--- src/hw/rtl/clt_pkg.sv ---
package clt_pkg;

    // Character codes that the classifier recognises.
    localparam logic [7:0] CHR_NUL     = 8'h00;
    localparam logic [7:0] CHR_TAB     = 8'h09;
    localparam logic [7:0] CHR_LF      = 8'h0A;
    localparam logic [7:0] CHR_CR      = 8'h0D;
    localparam logic [7:0] CHR_SPACE   = 8'h20;
    localparam logic [7:0] CHR_BANG    = 8'h21;
    localparam logic [7:0] CHR_DQUOTE  = 8'h22;
    localparam logic [7:0] CHR_HASH    = 8'h23;

    // Saturation limits of the line counters.
    localparam logic [7:0]  TOKEN_MAX = 8'hFF;
    localparam logic [15:0] LENGTH_MAX = 16'hFFFF;

    // Error codes reported with the end of a line.
    localparam logic [1:0] ERR_NONE         = 2'd0;
    localparam logic [1:0] ERR_QUOTE_IN_WORD = 2'd1;
    localparam logic [1:0] ERR_OPEN_QUOTE   = 2'd2;

    // Byte classes produced by the front end.
    typedef enum logic [2:0] {
        CLS_BLANK,
        CLS_EOL,
        CLS_COMMENT,
        CLS_QUOTE,
        CLS_OTHER
    } clt_class_t;

    // A classified byte, as it travels from the front end to the scanner.
    typedef struct packed {
        logic [7:0] data;
        clt_class_t cls;
    } clt_item_t;

    // One result transaction.
    typedef struct packed {
        logic        char_valid;
        logic [7:0]  char_out;
        logic        token_end;
        logic        line_done;
        logic [1:0]  error_code;
        logic [7:0]  token_total;
        logic [15:0] line_length;
    } clt_result_t;

endpackage

--- src/hw/rtl/clt_fifo.sv ---
module clt_fifo
    #(
        parameter int WIDTH = 8,
        parameter int DEPTH = 2
    )
    (
        input  logic             clk,
        input  logic             rst_n,
        input  logic             push,
        input  logic [WIDTH-1:0] wr_data,
        output logic             full,
        input  logic             pop,
        output logic [WIDTH-1:0] rd_data,
        output logic             empty
    );

    localparam int PTR_W = $clog2(DEPTH);
    localparam int CNT_W = $clog2(DEPTH + 1);

    logic [WIDTH-1:0] slot_reg [DEPTH];
    logic [PTR_W-1:0] wr_ptr_reg;
    logic [PTR_W-1:0] wr_ptr_next;
    logic [PTR_W-1:0] rd_ptr_reg;
    logic [PTR_W-1:0] rd_ptr_next;
    logic [CNT_W-1:0] count_reg;
    logic [CNT_W-1:0] count_next;
    logic             do_push;
    logic             do_pop;

    assign full    = (count_reg == CNT_W'(DEPTH));
    assign empty   = (count_reg == '0);
    assign do_push = push && !full;
    assign do_pop  = pop && !empty;
    assign rd_data = slot_reg[rd_ptr_reg];

    // Pointer wrap and occupancy update.
    always_comb
    begin
        wr_ptr_next = wr_ptr_reg;
        rd_ptr_next = rd_ptr_reg;
        count_next  = count_reg;
        if (do_push)
        begin
            wr_ptr_next = (wr_ptr_reg == PTR_W'(DEPTH - 1)) ? '0 : wr_ptr_reg + 1'b1;
        end
        if (do_pop)
        begin
            rd_ptr_next = (rd_ptr_reg == PTR_W'(DEPTH - 1)) ? '0 : rd_ptr_reg + 1'b1;
        end
        if (do_push && !do_pop)
        begin
            count_next = count_reg + 1'b1;
        end
        else if (do_pop && !do_push)
        begin
            count_next = count_reg - 1'b1;
        end
    end

    // Control state.
    always_ff @(posedge clk or negedge rst_n)
    begin
        if (!rst_n)
        begin
            wr_ptr_reg <= '0;
            rd_ptr_reg <= '0;
            count_reg  <= '0;
        end
        else
        begin
            wr_ptr_reg <= wr_ptr_next;
            rd_ptr_reg <= rd_ptr_next;
            count_reg  <= count_next;
        end
    end

    // Storage needs no reset.
    always_ff @(posedge clk)
    begin
        if (do_push)
        begin
            slot_reg[wr_ptr_reg] <= wr_data;
        end
    end

endmodule

--- src/hw/rtl/clt_classify.sv ---
module clt_classify
    import clt_pkg::*;
    (
        input  logic [7:0] byte_in,
        output clt_item_t  item
    );

    // Sort each incoming byte into one of the five classes.
    always_comb
    begin
        item.data = byte_in;
        unique case (byte_in) inside
            CHR_NUL, CHR_LF, CHR_CR: item.cls = CLS_EOL;
            CHR_TAB, CHR_SPACE:      item.cls = CLS_BLANK;
            CHR_BANG, CHR_HASH:      item.cls = CLS_COMMENT;
            CHR_DQUOTE:              item.cls = CLS_QUOTE;
            default:                 item.cls = CLS_OTHER;
        endcase
    end

endmodule

--- src/hw/rtl/clt_scan.sv ---
module clt_scan
    import clt_pkg::*;
    (
        input  logic        clk,
        input  logic        rst_n,
        input  logic        item_avail,
        input  clt_item_t   item,
        output logic        item_take,
        input  logic        result_full,
        output logic        result_push,
        output clt_result_t result
    );

    typedef enum logic [1:0] {
        MODE_BLANK,
        MODE_WORD,
        MODE_QUOTED,
        MODE_SKIP
    } mode_t;

    mode_t       mode_reg;
    mode_t       mode_next;
    logic        has_bytes_reg;
    logic        has_bytes_next;
    logic [1:0]  error_reg;
    logic [1:0]  error_next;
    logic [7:0]  tokens_reg;
    logic [7:0]  tokens_next;
    logic [7:0]  tokens_closed;
    logic [15:0] length_reg;
    logic [15:0] length_next;
    logic        fire;
    logic        char_valid;
    logic        token_end;
    logic        line_done;

    // A byte is processed whenever one waits and the result queue has room.
    assign fire        = item_avail && !result_full;
    assign item_take   = fire;
    assign result_push = fire;

    // Counter values when the current token closes.
    assign tokens_closed = (has_bytes_reg && tokens_reg != TOKEN_MAX) ?
                           tokens_reg + 1'b1 : tokens_reg;
    assign length_next   = (length_reg != LENGTH_MAX) ? length_reg + 1'b1 : length_reg;

    // Scanner transition for one classified byte.
    always_comb
    begin
        mode_next      = mode_reg;
        has_bytes_next = has_bytes_reg;
        error_next     = error_reg;
        tokens_next    = tokens_reg;
        char_valid     = 1'b0;
        token_end      = 1'b0;
        line_done      = 1'b0;
        unique case (mode_reg)
            MODE_SKIP:
            begin
                line_done = (item.cls == CLS_EOL);
            end
            MODE_BLANK:
            begin
                case (item.cls)
                    CLS_COMMENT: mode_next = MODE_SKIP;
                    CLS_EOL:     line_done = 1'b1;
                    CLS_QUOTE:   mode_next = MODE_QUOTED;
                    CLS_OTHER:
                    begin
                        char_valid     = 1'b1;
                        has_bytes_next = 1'b1;
                        mode_next      = MODE_WORD;
                    end
                    default:     mode_next = MODE_BLANK;
                endcase
            end
            MODE_WORD:
            begin
                case (item.cls) inside
                    CLS_BLANK, CLS_EOL, CLS_COMMENT:
                    begin
                        token_end      = has_bytes_reg;
                        tokens_next    = tokens_closed;
                        has_bytes_next = 1'b0;
                        line_done      = (item.cls == CLS_EOL);
                        if (item.cls == CLS_BLANK)
                        begin
                            mode_next = MODE_BLANK;
                        end
                        else if (item.cls == CLS_COMMENT)
                        begin
                            mode_next = MODE_SKIP;
                        end
                    end
                    CLS_QUOTE:
                    begin
                        // The partial word is dropped and the line skipped.
                        error_next     = ERR_QUOTE_IN_WORD;
                        has_bytes_next = 1'b0;
                        mode_next      = MODE_SKIP;
                    end
                    default:
                    begin
                        char_valid     = 1'b1;
                        has_bytes_next = 1'b1;
                    end
                endcase
            end
            MODE_QUOTED:
            begin
                case (item.cls)
                    CLS_EOL:
                    begin
                        error_next     = ERR_OPEN_QUOTE;
                        has_bytes_next = 1'b0;
                        line_done      = 1'b1;
                    end
                    CLS_QUOTE:
                    begin
                        // An empty quoted string closes without a token.
                        token_end      = has_bytes_reg;
                        tokens_next    = tokens_closed;
                        has_bytes_next = 1'b0;
                        mode_next      = MODE_BLANK;
                    end
                    default:
                    begin
                        char_valid     = 1'b1;
                        has_bytes_next = 1'b1;
                    end
                endcase
            end
            default:
            begin
                mode_next = MODE_BLANK;
            end
        endcase
    end

    // Result transaction carries the running values after this byte.
    always_comb
    begin
        result.char_valid  = char_valid;
        result.char_out    = char_valid ? item.data : 8'h00;
        result.token_end   = token_end;
        result.line_done   = line_done;
        result.error_code  = error_next;
        result.token_total = tokens_next;
        result.line_length = length_next;
    end

    // Line state; the end of a line returns everything to its reset values.
    always_ff @(posedge clk or negedge rst_n)
    begin
        if (!rst_n)
        begin
            mode_reg      <= MODE_BLANK;
            has_bytes_reg <= 1'b0;
            error_reg     <= ERR_NONE;
            tokens_reg    <= '0;
            length_reg    <= '0;
        end
        else if (fire)
        begin
            if (line_done)
            begin
                mode_reg      <= MODE_BLANK;
                has_bytes_reg <= 1'b0;
                error_reg     <= ERR_NONE;
                tokens_reg    <= '0;
                length_reg    <= '0;
            end
            else
            begin
                mode_reg      <= mode_next;
                has_bytes_reg <= has_bytes_next;
                error_reg     <= error_next;
                tokens_reg    <= tokens_next;
                length_reg    <= length_next;
            end
        end
    end

endmodule

--- src/hw/rtl/command_line_tokenizer_top.sv ---
// Command line tokenizer. Bytes are pushed in one per transaction and each
// one yields exactly one result transaction, in order. Bytes are classified
// on entry and held in a short queue; while a byte waits there and the small
// output queue has room, a scanner takes one byte per clock from the first
// queue and writes its result into the output queue, the rate set by the
// scanner state update. Each byte is registered in the input queue and its
// result in the output queue. Error code, token count and line length are
// final on the result with line_done set; the next byte starts a fresh line.
module command_line_tokenizer_top
    import clt_pkg::*;
    #(
        parameter int MID_DEPTH = 4,
        parameter int OUT_DEPTH = 2
    )
    (
        input  logic        clk,
        input  logic        rst_n,
        input  logic        push,
        output logic        full,
        input  logic [7:0]  byte_in,
        output logic        empty,
        input  logic        pop,
        output logic        char_valid,
        output logic [7:0]  char_out,
        output logic        token_end,
        output logic        line_done,
        output logic [1:0]  error_code,
        output logic [7:0]  token_total,
        output logic [15:0] line_length
    );

    localparam int ITEM_W   = $bits(clt_item_t);
    localparam int RESULT_W = $bits(clt_result_t);

    clt_item_t   front_item;
    clt_item_t   scan_item;
    logic        mid_empty;
    logic        scan_take;
    logic        out_full;
    logic        scan_push;
    clt_result_t scan_result;
    clt_result_t head_result;

    // Front end: classification of the incoming byte.
    clt_classify u_classify
    (
        .byte_in (byte_in),
        .item    (front_item)
    );

    // Queue between classifier and scanner.
    clt_fifo
    #(
        .WIDTH (ITEM_W),
        .DEPTH (MID_DEPTH)
    )
    u_mid_fifo
    (
        .clk     (clk),
        .rst_n   (rst_n),
        .push    (push),
        .wr_data (front_item),
        .full    (full),
        .pop     (scan_take),
        .rd_data (scan_item),
        .empty   (mid_empty)
    );

    // Back end: the token scanner.
    clt_scan u_scan
    (
        .clk         (clk),
        .rst_n       (rst_n),
        .item_avail  (!mid_empty),
        .item        (scan_item),
        .item_take   (scan_take),
        .result_full (out_full),
        .result_push (scan_push),
        .result      (scan_result)
    );

    // Result queue towards the consumer.
    clt_fifo
    #(
        .WIDTH (RESULT_W),
        .DEPTH (OUT_DEPTH)
    )
    u_out_fifo
    (
        .clk     (clk),
        .rst_n   (rst_n),
        .push    (scan_push),
        .wr_data (scan_result),
        .full    (out_full),
        .pop     (pop),
        .rd_data (head_result),
        .empty   (empty)
    );

    assign char_valid  = head_result.char_valid;
    assign char_out    = head_result.char_out;
    assign token_end   = head_result.token_end;
    assign line_done   = head_result.line_done;
    assign error_code  = head_result.error_code;
    assign token_total = head_result.token_total;
    assign line_length = head_result.line_length;

endmodule

--- config.mk ---
export PLATFORM = sky130hd
export DESIGN_NAME = command_line_tokenizer_top
export DESIGN_NICKNAME = d
export VERILOG_FILES = /design/src/hw/rtl/clt_pkg.sv /design/src/hw/rtl/clt_fifo.sv /design/src/hw/rtl/clt_classify.sv /design/src/hw/rtl/clt_scan.sv /design/src/hw/rtl/command_line_tokenizer_top.sv
export SDC_FILE = /design/constraint.sdc
export NUM_CORES = 1
export LEC_CHECK = 0
export BUFFER_PORTS_ARGS = -buffer_cell sky130_fd_sc_hd__buf_2
export CAP_MARGIN = 20
export CORE_MARGIN = 4
export CORE_UTILIZATION = 34
export DETAILED_ROUTE_END_ITERATION = 8
export MAX_ROUTING_LAYER = met4
export PLACE_DENSITY_LB_ADDON = 0.08
export SLEW_MARGIN = 10
export SYNTH_ARGS = -nofsm -noshare
export SYNTH_HDL_FRONTEND = slang
export SYNTH_HIERARCHICAL = 1
export SYNTH_SLANG_ARGS = --single-unit
export TNS_END_PERCENT = 50
--- constraint.sdc ---
create_clock -name clk -period 3.6 [get_ports clk]
set_clock_uncertainty 0.2 [all_clocks]
set_input_delay 0.72 -clock clk [delete_from_list [all_inputs] [get_ports clk]]
set_output_delay 0.72 -clock clk [all_outputs]
set_load 0.02 [all_outputs]
==> results.py <==
metrics = {
    "global_route": {
        "grt_max_degree": 30,
        "grt_pass1_vias": 4828,
        "grt_antenna_before_repair": 0,
        "grt_usage": 0.140,
        "grt_pass1_wl_um": 26400,
        "grt-ovfl-total": 0,
    },
    "logic_synthesis": {
        "synthesis.area_um2": 7720,
        "syn_nets": 597,
        "synth_top_family_by_area": "simple AND/OR/NAND/NOR gates",
        "async_flop_share": 0.253,
        "synth_compound_area_frac": 0.0924,
        "synth_cells": 571,
        "synth_fa_ha_area_frac": 0.0237,
        "ys_types": 77,
        "synthFlopType": "edfxtp_1",
        "synthMuxAreaShare": 0.108,
        "yosys.area_share.simple": 0.121,
        "synth_edf_count": 118,
        "ys_seq_area_frac": 0.589,
        "yosys-top-cells-area": "edfxtp_1 46%, dfrtp_1 13%, mux2_4 4.3%",
        "synth_warnings": 6,
        "synth_top_area_frac": 0.459,
        "synth_area_leader_cell": "edfxtp_1",
        "synthXorXnorAreaFrac": 0.0204,
        "syn_avg_cell_area_um2": 13.5,
        "synth-seq-cells": 158,
    },
    "detailed_routing": {
        "drtIter0Drc": 310,
        "ant_nets": 0,
        "wl_um": 16300,
        "wire_per_inst_um": 18.0,
        "dr.pass1.iters": 7,
        "routed_via_density": 5.21,
        "dr_total_vias": 4709,
        "drc": 0,
    },
    "clock_tree": {
        "hold_buffers": 0,
        "clock-sinks": 158,
        "clk_pin_slew_ns": 0.06,
        "cts_made_buffers": 17,
        "cts_buffer_depth": 2,
        "cts_root_buf": "clkbuf_16",
        "cts_max_level": 4,
        "clkLatencyLatePin_ns": 0.41,
        "cts_resized": 0,
        "cts_tree": "done",
        "cts_setup_buffers": 0,
    },
    "critical_path": {
        "cp-start-kind": "register",
        "cp_cell_sequence": "mux4_2, or3b_2, inv_1, nor2_1, a41oi_1, o31ai_1",
        "arrival_ns": 3.18,
        "cp_slowest_cell": "dfrtp_1",
        "endpoint_kind": "register",
        "max_stage_delay_ns": 0.70,
        "worst-path-max-fanout": 13,
        "criticalPathCategory": "register to register",
        "required_ns": 3.69,
    },
    "placed_design": {
        "gp_congestion": 0.828,
        "dp_hpwl_um": 10900,
        "dp.cells": 871,
        "placed_area_um2": 8190,
        "port_buffers": 50,
    },
    "floorplanning": {
        "dieArea_um2": 25200,
        "io_pins": 51,
        "rows": 54,
        "core_um2": 22100,
        "initial_utilization": 0.349,
        "dieWidth_um": 159,
        "die_height_um": 159,
    },
    "min_path": {
        "min_path_type": "primary input to asynchronous set/reset pin",
    },
    "timing": {
        "hold_violations": 0,
        "drv_slew": 0,
        "rsz0062_at_grt": "no",
        "fin_setup_tns_ns": 0,
        "maxSlewHeadroom": 0.448,
        "fin_crit_ns": 3.09,
        "setup_viol": 0,
        "worst_slew_pin_slew_ns": 0.825,
        "min_period_over_period": 0.857,
        "timing.fmax_mhz": 324,
    },
    "pwr": {
        "p_clk_frac": 0.203,
        "sequentialPowerShare": 0.377,
        "p_comb_frac": 0.420,
        "switching_share": 0.375,
        "p_per_area_nw_per_um2": 971,
        "p_total_mw": 8.49,
        "irDropWorstVdd_mv": 0.421,
        "p_sw_mw": 3.19,
        "internal-power_mw": 5.30,
        "power_leakage_nw": 3.28,
    },
    "finish": {
        "fin_area_um2": 8740,
        "fin_nets": 636,
        "n_antenna_cell": 0,
        "fin_cells": 903,
        "largest_register_ffs": 74,
        "syn_to_final_growth_pct": 13.2,
        "drive_gt1_frac": 0.266,
    },
    "job": {
        "maxCapViolations": 0,
    },
    "run_status": {
        "status": "finished clean",
    },
}
-- cell type report --
| type | instances | area [um2] |
|---|---|---|
| sequential | 158 | 4550 |
| clock buffer | 21 | 440 |
| multi-input combinational | 351 | 2830 |
| tap | 280 | 350 |
| inverter | 19 | 71.3 |
| fill | 2102 | 13400 |
| clock inverter | 11 | 115 |
| timing repair buffer | 63 | 385 |
-- cells by family (layout without fill, tap and decap cells) --
family,Yosys count,after routing
AO/OA/AOI/OAI,103,103
XOR/XNOR,18,18
adder cells (fa/ha/maj),14,14
buffers and inverters,62,114
flip-flops,158,158
multiplexers,56,56
AND/OR/NAND/NOR,160,160
-- per-stage QoR --
| stage | util | hold slack [ns] | worst slack (ns) |
|---|---|---|---|
| 2_1_floorplan | - | 0.224 | 0.458 |
| 3_3_place_gp | 0.370 | 0.307 | 0.622 |
| 3_5_place_dp | 0.370 | 0.317 | 0.468 |
| 4_1_cts | 0.396 | 0.0948 | 0.466 |
| 5_1_grt | 0.396 | 0.112 | 0.266 |
| 6_report | 0.396 | 0.0952 | 0.513 |
-- layout by cell type (no fill, tap or decap), types with 5 or more instances in the layout --
cell,n
nor4_1,7
and2_1,12
and4_1,8
mux4_2,11
a21oi_1,28
mux2_2,20
nor3_1,8
inv_1,18
xnor2_1,12
o21ai_0,13
nor2_1,26
o21a_1,5
buf_2,50
dfrtp_1,39
ha_1,13
o31ai_1,6
clkbuf_16,17
a41oi_1,6
nand3_1,17
nand4_1,6
nand2_1,33
nand2b_1,7
mux2_4,22
or4_1,5
edfxtp_1,118
xor2_1,6
a31oi_1,5
buf_4,10
-- power groups by stage --
stage	Combinational [mW]	Clock, mW	Sequential, mW
2_1_floorplan	2.74	0	3.08
3_3_place_gp	3.60	0	3.23
3_5_place_dp	3.64	0	3.25
4_1_cts	3.66	1.77	3.22
5_1_grt	3.93	1.86	3.29
6_report	3.56	1.72	3.20
-- metal layers --
metal	wire (um)	track usage	share of wire	vias up
met5	0	-	0	-
met1	7490	0.180	0.46	2352
met4	182	0.0431	0.011	0
li1	-	-	-	2245
met2	8040	0.226	0.49	97
met3	575	0.0272	0.035	15
-- Yosys cell counts (3+ instances only) --
master	n
and2_1	12
edfxtp_1	118
and4_1	8
nor4_1	7
nor2_1	27
nand4_1	6
ha_1	13
o311ai_0	3
xnor2_1	12
nand3_1	17
mux2_4	22
clkbuf_1	12
a31oi_1	5
o31ai_1	6
buf_4	14
a21oi_1	28
or4_1	5
o21a_1	5
mux4_2	11
nand4_2	3
nand2_1	33
buf_2	10
and3_1	3
o211ai_1	4
buf_6	7
or2_2	3
mux2_2	20
or3_1	3
o21ai_0	13
dfrtp_1	40
nor3_1	8
xor2_1	6
nand2b_1	7
inv_1	18
a21o_1	3
a41oi_1	6
-- worst max-delay path: cells and delay by family, from the launching register on --
family                 cells  cell delay (ns)
DFF                        1             0.70
muxes                      1             0.52
buffers and inverters      1             0.32
and+or+nand+nor            2             0.82
AOI/OAI and AO/OA          2             0.39
-- worst paths after layout --
check / startpoint / end / slack (ns) / depth (start not counted)
worst max register to register: u_mid_fifo/rd_ptr_reg[1] / u_scan/tokens_reg[1] / 0.51 / 6
worst min register to register: u_out_fifo/count_reg[1] / u_out_fifo/count_reg[1] / 0.33 / 1
max in group asynchronous: rst_n / u_scan/tokens_reg[3] / 2.47 / 2
min in group clk: u_out_fifo/count_reg[1] / u_out_fifo/count_reg[1] / 0.33 / 1
worst max-delay path: u_mid_fifo/rd_ptr_reg[1] / u_scan/tokens_reg[1] / 0.51 / 6
worst min-delay path: rst_n / u_scan/length_reg[6] / 0.1 / 1
Power figures use the tool's default switching activity.
